$ cat src/sv/sosp_pkg.sv
// Package for the set-of-stacks block: transaction types, opcodes, status codes,
// default sizes and the controller/datapath command and status structs.
// No dependencies.
package sosp_pkg;

    localparam int NUM_STACKS_DEF  = 4;
    localparam int STACK_DEPTH_DEF = 256;

    localparam int THR_W = 9;
    localparam logic [THR_W-1:0] THR_RST = 9'd3;

    localparam logic [1:0] OP_PUSH   = 2'd0;
    localparam logic [1:0] OP_POP    = 2'd1;
    localparam logic [1:0] OP_POP_AT = 2'd2;
    localparam logic [1:0] OP_TOP    = 2'd3;

    localparam logic [1:0] ST_OK    = 2'd0;
    localparam logic [1:0] ST_FULL  = 2'd1;
    localparam logic [1:0] ST_EMPTY = 2'd2;

    typedef struct packed {
        logic        [1:0]  opcode;
        logic signed [31:0] push_value;
        logic        [1:0]  stack_index;
    } cmd_t;

    typedef struct packed {
        logic        [1:0]  status;
        logic signed [31:0] top_value;
    } res_t;

    // controller -> datapath
    typedef struct packed {
        logic       load;       // latch the incoming transaction
        logic       rd_fill;    // read fill count (registered)
        logic       rd_idx;     // fill read address from stack_index, else current
        logic       cur_inc;
        logic       cur_dec;
        logic       fill_inc;   // write back fill + 1
        logic       fill_dec;   // write back fill - 1
        logic       elem_wr;    // store push_value at the top slot
        logic       elem_rd;    // read the top element (registered)
        logic       res_valid;
        logic       res_elem;   // result carries the element read
        logic [1:0] res_status;
    } ctl_t;

    // datapath -> controller
    typedef struct packed {
        logic [1:0] opcode;
        logic       idx_oob;
        logic       fill_zero;
        logic       fill_ge_th;
        logic       fill_lt_depth;
        logic       cur_last;
        logic       cur_zero;
    } sts_t;

endpackage

$ cat src/sv/sosp_ctrl.sv
// Controller state machine for the set-of-stacks block.
// Depends on sosp_pkg (ctl_t, sts_t, opcodes, status codes).
module sosp_ctrl
    import sosp_pkg::*;
(
    input  logic clk,
    input  logic rst_n,
    input  logic start,
    output logic busy,
    input  sts_t sts,
    output ctl_t ctl
);

    localparam logic [1:0] S_IDLE = 2'd0;
    localparam logic [1:0] S_RD   = 2'd1;
    localparam logic [1:0] S_EV   = 2'd2;
    localparam logic [1:0] S_TOP  = 2'd3;

    logic [1:0] state_reg, state_next;
    logic       adv_reg, adv_next;   // push already moved on to the next sub-stack

    always_ff @(posedge clk or negedge rst_n)
    begin
        if (!rst_n)
        begin
            state_reg <= S_IDLE;
            adv_reg   <= 1'b0;
        end
        else
        begin
            state_reg <= state_next;
            adv_reg   <= adv_next;
        end
    end

    assign busy = (state_reg != S_IDLE);

    always_comb
    begin
        state_next = state_reg;
        adv_next   = adv_reg;
        ctl        = '0;
        unique case (state_reg)
            S_IDLE:
            begin
                if (start)
                begin
                    ctl.load   = 1'b1;
                    adv_next   = 1'b0;
                    state_next = S_RD;
                end
            end
            S_RD:
            begin
                if (sts.opcode == OP_POP_AT && sts.idx_oob)
                begin
                    ctl.res_valid  = 1'b1;
                    ctl.res_status = ST_EMPTY;
                    state_next     = S_IDLE;
                end
                else
                begin
                    ctl.rd_fill = 1'b1;
                    ctl.rd_idx  = (sts.opcode == OP_POP_AT);
                    state_next  = S_EV;
                end
            end
            S_EV:
            begin
                state_next = S_IDLE;
                unique case (sts.opcode) inside
                    OP_PUSH:
                    begin
                        if (!adv_reg && sts.fill_ge_th)
                        begin
                            if (sts.cur_last)
                            begin
                                ctl.res_valid  = 1'b1;
                                ctl.res_status = ST_FULL;
                            end
                            else
                            begin
                                ctl.cur_inc = 1'b1;
                                adv_next    = 1'b1;
                                state_next  = S_RD;
                            end
                        end
                        else if (sts.fill_lt_depth)
                        begin
                            ctl.elem_wr    = 1'b1;
                            ctl.fill_inc   = 1'b1;
                            ctl.res_valid  = 1'b1;
                            ctl.res_status = ST_OK;
                        end
                        else
                        begin
                            ctl.res_valid  = 1'b1;
                            ctl.res_status = ST_FULL;
                        end
                    end
                    OP_POP, OP_TOP:
                    begin
                        if (sts.fill_zero)
                        begin
                            if (sts.cur_zero)
                            begin
                                ctl.res_valid  = 1'b1;
                                ctl.res_status = ST_EMPTY;
                            end
                            else
                            begin
                                ctl.cur_dec = 1'b1;
                                state_next  = S_RD;
                            end
                        end
                        else if (sts.opcode == OP_POP)
                        begin
                            ctl.fill_dec   = 1'b1;
                            ctl.res_valid  = 1'b1;
                            ctl.res_status = ST_OK;
                        end
                        else
                        begin
                            ctl.elem_rd = 1'b1;
                            state_next  = S_TOP;
                        end
                    end
                    OP_POP_AT:
                    begin
                        ctl.res_valid = 1'b1;
                        if (sts.fill_zero)
                        begin
                            ctl.res_status = ST_EMPTY;
                        end
                        else
                        begin
                            ctl.fill_dec   = 1'b1;
                            ctl.res_status = ST_OK;
                        end
                    end
                    default:
                    begin
                        ctl.res_valid  = 1'b1;
                        ctl.res_status = ST_EMPTY;
                    end
                endcase
            end
            S_TOP:
            begin
                ctl.res_valid  = 1'b1;
                ctl.res_elem   = 1'b1;
                ctl.res_status = ST_OK;
                state_next     = S_IDLE;
            end
            default:
            begin
                state_next = S_IDLE;
            end
        endcase
    end

endmodule

$ cat config.mk
export PLATFORM = sky130hd
export DESIGN_NAME = sosp_ctrl
export DESIGN_NICKNAME = d
export VERILOG_FILES = /design/src/sv/sosp_pkg.sv /design/src/sv/sosp_ctrl.sv
export SDC_FILE = /design/constraint.sdc
export NUM_CORES = 1
export LEC_CHECK = 0
export BUFFER_PORTS_ARGS = -buffer_cell sky130_fd_sc_hd__buf_4
export CAP_MARGIN = 20
export CORE_AREA = 2 2 39 41
export CTS_CLUSTER_DIAMETER = 150
export DETAILED_ROUTE_END_ITERATION = 10
export DIE_AREA = 0 0 41 43
export PLACE_DENSITY = 0.76
export SYNTH_ARGS = -nofsm -noshare
export SYNTH_HDL_FRONTEND = slang
export SYNTH_SLANG_ARGS = --single-unit
$ cat constraint.sdc
create_clock -name clk -period 1.4 [get_ports clk]
set_input_delay 0.21 -clock clk [delete_from_list [all_inputs] [get_ports clk]]
set_output_delay 0.21 -clock clk [all_outputs]
set_load 0.01 [all_outputs]
== Word level (Yosys, flattened, before mapping) ==
Cells that the tools add are included.
Word-level totals
  output and inout port bits: 14
  input port bits: 11
  register bits after elaboration: 3
  word-level logic and storage cells: 73
Operators by class
  muxes and demuxes: 52
  eq/ne operators: 10
  reductions and logical operators: 9
Operator list (number)
  $mux W1: 32
  $mux W2: 11
  $eq A2 B2 Y1 const B: 4
  $ne A2 B2 Y1 const B: 4
  $pmux W2 S2: 2
  $pmux W2 S4: 1
  $mux W6: 1
  $pmux W1 S2: 3
  $pmux W2 S3: 1
  $reduce_and A5 Y1: 1
  $eq A2 B1 Y1 const B: 2
  $logic_not A2 Y1: 2
  $reduce_bool A2 Y1: 2
  $pmux W1 S3: 1
  $logic_and A1 B1 Y1: 2
  $reduce_or A2 Y1: 1
  $logic_not A1 Y1: 1

== Longest topological paths before layout ==
Gate-level depths: netlist of the first run.
  depth in word-level cells: 5
  depth in mapped cells: 5
  mapped depth without buffers: 5

== Least setup slack after synthesis of the first run ==
OpenSTA, ideal clock, no wires.
  path type: register to output
  start point: register state_reg[0]
  end point: output ctl[0] (netlist bit)
  cell stages (with the launch flop): 5
  arrival: 1.395 ns
  setup slack: -0.205 ns
  path through: dfrtp_1 -> inv_1 -> ha_1 -> or3b_4 -> a211oi_1
RTL lines
  start, declared: line sosp_ctrl.sv:19  | logic [1:0] state_reg, state_next;
  start signal, assigned: line sosp_ctrl.sv:31  | state_reg <= state_next;
  end, declared: line sosp_ctrl.sv:11  | output ctl_t ctl

==> results, run 1 <==
- Once layout is complete, the cells apart from fillers number 113.
- The routed design could run at a clock period as short as 1746 ps.
- The post-route antenna net violation count is 0.
- In the final layout, the share of cells above drive strength 1 is 0.7526.
- The half-perimeter wire length after placement is 1.012 mm.
- The share of synthesized area in the top cell type comes to 0.1734.
- The most instantiated library cell after synthesis is sky130_fd_sc_hd__ha_1.
- The first-iteration detailed-routing DRC count is 5.
- Summing every instance area after synthesis gives 432.9 sq um.
- The class of the most critical setup path is flop to output pin.
- The level count of the clock H-tree is 1.
- The worst supply voltage drop on vdd is 0.0008592 V.
- The total clock sinks is 3.
- For this design the top-level I/O count stands at 25.
- Timing would allow up to 0.5728 GHz.
- Compared with the post-synthesis result, the final layout area differs by 120.8%.
- The via density per instance is 4.982.
- The total clock buffers created by CTS is 3.
- The CTS clock-pin slew for the worst setup and hold paths is 40 ps.
- The yosys synthesis warning count is 0.
- The number of flip-flops in the largest register is 2.
- Counting flops and latches in the post-synthesis netlist gives 3.
- The leading area contributor after synthesis is sky130_fd_sc_hd__dfrtp_1.
- No sink is reached through more buffers than the 2 on the longest clock path.
- The initial antenna violation count was 0.
- The class of the worst hold path is primary input to asynchronous set/reset pin.
- After floorplanning, the core was sized to cover 1384 sq um.
- The maximum fanout count along the critical path is 3.
- The total global routing overflow is 0.
- The netlist uses 30 different library cells.
- The required time of the worst setup path is 1190 ps.
- The via count of the first global-routing pass is 547.
- The total routing usage reported by global routing is 0.1988.
- The die area is 1763 sq um.
- The final reports fail on setup timing.
- The flow ran to the end, but the final reports show violations.
- Row generation in the floorplan step produced 14 rows.
- The first-pass GRT wire length is 2.297 mm.
- At the end of routability-driven placement, the weighted congestion stood at 0.7526.
- The final routed wirelength across all metal layers is 1.648 mm.
- The actual transition at the worst max-transition pin is 314.6 ps.
- The final setup TNS is -2994 ps.
- In the routed design, unresolved DRC markers number 0.
- For this run, the leading register cell type out of synthesis is sky130_fd_sc_hd__dfrtp_1.
- Counting every instance in the synthesized netlist gives 50.
- Yosys mapped a number of flops with a built-in enable equal to 0.
- The design draws 0.001341 W.
- In this run the tool buffered the top-level ports with 24 buffer cells.
- The number of filler cells placed in the layout is 109.
- The root buffer cell is sky130_fd_sc_hd__clkbuf_4.
- The number of hold violations in the final report is 0.
- The worst setup path is launched from a flop.
- The worst hold slack across all endpoints is 302.3 ps.
- The synthesized area divided by synthesized cell count is 8.658 sq um.
- The die is 41 microns wide.
- Summed over all cells, the static leakage comes to 0.4518 nW.
- Synthesis produced a netlist with a net count of 66.
- The routed wirelength normalized by instance count is 14.58 microns.
- The initial utilization of the core area, before any placement, comes to 0.3128.
- Power spread over the standard cell area amounts to 1403 nW/um^2.
- The area taken by flip-flops and latches is 76.32 sq um.
- The y dimension of the die is 43 microns.
- The final count of pins violating max slew is 0.
- The worst setup margin is -345.9 ps.
- TritonCTS built the clock tree.
- The tool flagged a number of max-cap violations equal to 0.
- The length of the first detailed-routing pass in iterations is 2.
- The worst relative slew slack is 0.7898.
- The area taken by multi-input logic gates is 430.4 sq um.
- In the synthesized netlist, the cells that appear most often are sky130_fd_sc_hd__ha_1, sky130_fd_sc_hd__inv_1, sky130_fd_sc_hd__nand2_1.
- Setup violations remaining at the end of the flow were counted as 16.
- The fraction of the cycle the final worst path needs is 1.247.
- 0 antenna diodes ended up in the layout.
- STA classifies the critical path endpoint as an output pin.
- The portion of the post-synthesis area used by sequential elements is 0.1734.
- Counting tap cells, the placed design contains a total of 101 instances.
- For this run, the post-layout net count is 114.
- The clock skew after layout is 5.075 ps.
- The total number of vias is 563.
- Setup repair after global routing could not meet its margin everywhere.
- Of all flip-flops after synthesis, the portion carrying an async set or reset was 1.000.
- Yosys attributes the largest share of cell area to sky130_fd_sc_hd__dfrtp_1, sky130_fd_sc_hd__ha_1, sky130_fd_sc_hd__nor3b_1.
- The pin count of the biggest net entering global routing is 11.
- Clock latency on the worst-skew pair, taken at its later pin, is 240 ps.
- The arrival time of the worst setup path is 1540 ps.
- The share of the core filled with cells is 0.6908.
stage by stage:
| step | area [sq um] | setup WS (ps) |
|---|---|---|
| CTS | 888.4 | -340.3 |
| floorplan | 461.7 | -77.36 |
| global route | 955.9 | -420.8 |
| detailed placement | 740.7 | -139.1 |
| finish | 955.9 | -345.9 |
| global placement | 740.7 | -120.2 |
cells by family (layout without fill, tap and decap cells):
family | count (synthesis) | after routing | share of synthesized area
flip-flops | 3 | 3 | 0.1734
adder cells (fa/ha/maj) | 5 | 5 | 0.1445
AND/OR/NAND/NOR | 24 | 24 | 0.3699
XOR/XNOR | 1 | 1 | 0.02023
AO/OA/AOI/OAI | 10 | 10 | 0.1879
multiplexers | 1 | 1 | 0.02601
buffers and inverters | 6 | 53 | 0.07803
what timing repair did:
item                                   in CTS  in global routing
endpoints found under the hold margin       3                  0
cloned                                      0                  0
buffers inserted                            4                  3
resized for setup                          22                 11
hold buffers                                1                  0
pin swaps                                   3                  4
setup endpoints to repair                  15                 17
worst max-delay path, cell delays in order, from the launching register on:
cell	delay [ps]
sky130_fd_sc_hd__dfrtp_1	390
sky130_fd_sc_hd__inv_2	100
sky130_fd_sc_hd__ha_4	130
sky130_fd_sc_hd__or3b_4	400
sky130_fd_sc_hd__a211oi_4	170
sky130_fd_sc_hd__buf_6	130
where the power goes:
part	internal (W)	total, W	switching (W)
Clock	0.000107	0.000155	0.0000476
Combinational	0.000613	0.00104	0.000427
Sequential	0.000117	0.000146	0.0000291
layer usage:
metal	wire length, microns	share of wire	track usage
met5	0	0	0
met4	14	0.0085	0.04000
met3	90	0.055	0.06283
met2	907	0.55	0.3750
met1	635	0.39	0.1929
cell usage in the layout (no fill, tap or decap), types with 2 or more instances in the layout:
master,netlist,layout
sky130_fd_sc_hd__nor3b_2,0,2
sky130_fd_sc_hd__nand2b_1,2,2
sky130_fd_sc_hd__and2_4,0,2
sky130_fd_sc_hd__a21oi_2,0,2
sky130_fd_sc_hd__dfrtp_1,3,2
sky130_fd_sc_hd__nor2_1,3,3
sky130_fd_sc_hd__buf_4,1,32
sky130_fd_sc_hd__inv_2,0,3
sky130_fd_sc_hd__ha_4,0,3
sky130_fd_sc_hd__nand2_1,4,3
sky130_fd_sc_hd__clkbuf_4,0,3
sky130_fd_sc_hd__buf_6,1,12
cell type report:
class                      count  area share
sequential                     3     0.07984
multi-input combinational     41      0.4503
inverter                       4     0.01832
timing repair buffer          45      0.4031
tap                           16     0.02094
clock buffer                   4     0.02749
path summary, 6_finish.rpt:
check / slack, ps / depth (start not counted) / end / start
max in group asynchronous: 980 / 2 / state_reg[1]$_DFFE_PN0P_ / rst_n
min in group clk: 300 / 3 / adv_reg$_DFFE_PN0P_ / start
worst min register to register: 580 / 1 / adv_reg$_DFFE_PN0P_ / adv_reg$_DFFE_PN0P_
worst min-delay path: 300 / 2 / adv_reg$_DFFE_PN0P_ / rst_n
worst max-delay path: -350 / 5 / ctl[0] / state_reg[0]$_DFFE_PN0P_
worst max register to register: -240 / 7 / state_reg[0]$_DFFE_PN0P_ / state_reg[0]$_DFFE_PN0P_
No activity file was read; power rests on OpenSTA's default activity.
==> inputs of run 2 (changes only) <==
Settings changed: GPL_TIMING_DRIVEN from default to 0.
==> results, run 2 (synthesized netlist as in run 1, its figures left out) <==
- The run finished, with violations left.
- The final reports fail on setup timing.
- Across all hold checks on the routed design, the worst slack comes to 286.6 ps.
- The area taken by multi-input logic gates is 427.9 sq um.
- At the end of routability-driven placement, the weighted congestion stood at 0.7163.
- The shortest clock period the worst path allows after layout is 1771 ps.
- In the final layout, flip-flops and latches occupy 76.32 sq um.
- The initial antenna violation count is 0.
- After layout, the worst setup slack is -371.0 ps.
- Walking the worst path, the cells encountered are inv_2 > ha_4 > or3b_4 > a211oi_4 > buf_4.
- The number of port buffers is 23.
- The first global-routing pass estimated 1.773 mm of wire.
- 0 antenna diodes ended up in the layout.
- The number of buffers and inverters on the critical path is 2.
- From left edge to right edge, the die measures 41 microns.
- The area growth from synthesis to layout is 101.2%.
- In the layout the commonest cells are sky130_fd_sc_hd__buf_4, sky130_fd_sc_hd__buf_6.
- The register with the most flip-flops in the layout has 2 of them.
- For this run, the detailed router's first-pass iteration total came to 1.
- The fraction of the cycle the final worst path needs is 1.265.
- The share of post-route cells with drive strength above 1 is 0.7011.
- The layout has 116 filler cells.
- STA classifies the critical path startpoint as a flop.
- Setup repair after global routing could not meet its margin everywhere.
- The pin count of the biggest net entering global routing is 11.
- The total number of vias is 505.
- In this run the worst path has a maximum fanout of 3.
- The count of final setup violators is 15.
- The floorplan has 14 rows.
- The clock drives 3 sinks.
- The worst supply voltage drop on vdd is 0.0006838 V.
- The effective utilization at floorplan is 0.3128.
- At the end of the flow the core is filled with cells to 0.6293.
- The clock latency on the worst-skew pair is 230 ps.
- The worst relative slew slack is 0.8225.
- The final count of pins violating max slew came to 0.
- The number of hold violations in the final report is 0.
- The highest achievable clock rate is 0.5647 GHz.
- The total routing usage reported by global routing is 0.1453.
- At the end of the flow, the number of nets in the layout was 104.
- The family with the most delay on the worst path is simple AND/OR/NAND/NOR gates.
- The half-perimeter wire length after placement is 839.8 microns.
- The area of the placeable core is 1384 sq um.
- The library cell used most frequently in the layout, excluding fill and tap cells, is sky130_fd_sc_hd__buf_4.
- The ratio of total power to cell area is 1287 nW/um^2.
- The count of nets left with antenna violations once routing finished came out at 0.
- After global routing the overflow that remains totals 0.
- The via count of the first global-routing pass is 459.
- TritonCTS built the clock tree.
- Clock tree synthesis inserted a total of 3 buffers.
- The endpoint type of the worst setup path is an output pin.
- In the final routed layout, each cell accounts on average for 11.54 microns.
- The remaining design rule violation count is 0.
- The floorplan step defined a die boundary enclosing 1763 sq um.
- The cell at the slowest stage of the critical path is sky130_fd_sc_hd__or3b_4.
- The first-iteration detailed-routing DRC count is 0.
- In this run the static leakage power is 0.4072 nW.
- The worst setup path is of the flop to output pin kind.
- The class of the worst hold path is primary input to flop.
- The y dimension of the die is 43 microns.
- After clock tree synthesis, the clock-pin slew on the worst setup and hold paths is 40 ps.
- The arrival time of the worst setup path is 1560 ps.
- The post-route total power is 0.001121 W.
- The via density per instance is 4.903.
- The level count of the clock H-tree is 1.
- The final setup TNS is -2539 ps.
- The maximum clock insertion buffer count is 2.
- The actual transition at the worst max-transition pin is 265.0 ps.
- The top-level port count is 25.
- The tool flagged a number of max-cap violations equal to 0.
- The critical path's largest stage delay is 410 ps.
- The clock skew after layout is 0.9954 ps.
- Wires add up to 1.189 mm.
- In this run the clock root is driven by a sky130_fd_sc_hd__clkbuf_4.
- For the worst setup path, the data required time is 1190 ps.
[run 2: cell types whose count changed in the layout (fill, tap and decap cells not counted), sizes merged]
cell | previous run | this run
buf | 44 | 34
[run 2: worst paths after layout]
kind	from	end	slack (ps)	depth (start not counted)
setup / recovery	state_reg[0]$_DFFE_PN0P_	ctl[0]	-370	5
max in group asynchronous	rst_n	state_reg[1]$_DFFE_PN0P_	990	2
setup reg to reg	state_reg[0]$_DFFE_PN0P_	state_reg[0]$_DFFE_PN0P_	-140	6
hold / removal	start	adv_reg$_DFFE_PN0P_	290	3
min in group asynchronous	rst_n	state_reg[0]$_DFFE_PN0P_	310	2
hold reg to reg	adv_reg$_DFFE_PN0P_	adv_reg$_DFFE_PN0P_	590	1
[run 2: timing repair]
item,in CTS,in global routing
gates resized for setup,13,15
setup buffers,7,2
pin swaps,4,4
hold endpoints to repair,3,0
setup endpoints to repair,14,15
hold buffers,1,0
[run 2: stage by stage]
stage	setup slack (ps)	instances	instance area, sq um
floorplan	-77.36	50	461.7
global placement	-223.0	89	654.4
detailed placement	-244.8	89	654.4
CTS	-328.7	101	800.8
global route	-417.7	103	870.8
finish	-371.0	103	870.8
[run 2: where the power goes]
group          switching [W]  internal, W
clock              0.0000448     0.000107
sequential         0.0000382     0.000117
combinational       0.000347     0.000467
[run 2: worst min-delay path, delay by kind of cell]
family,cells,cell delay [ps]
buffers and inverters,1,80
AOI/OAI and AO/OA,1,50
and+or+nand+nor,1,140
[run 2: area by class of cell]
cell class	instances	area share
buffer	2	0.02586
clock buffer	4	0.03017
inverter	4	0.02011
multi-input combinational	41	0.4914
sequential	3	0.08764
tap	16	0.02299
timing repair buffer	33	0.3218
[run 2: per-layer routing]
metal | part of all wire | GRT usage | routed length, microns | vias to the layer above
li1 | - | - | - | 255
met3 | 0.076 | 0.04712 | 90 | 2
met2 | 0.49 | 0.2438 | 583 | 18
met1 | 0.42 | 0.1661 | 499 | 230
met5 | 0 | 0 | 0 | -
met4 | 0.012 | 0.04000 | 14 | 0
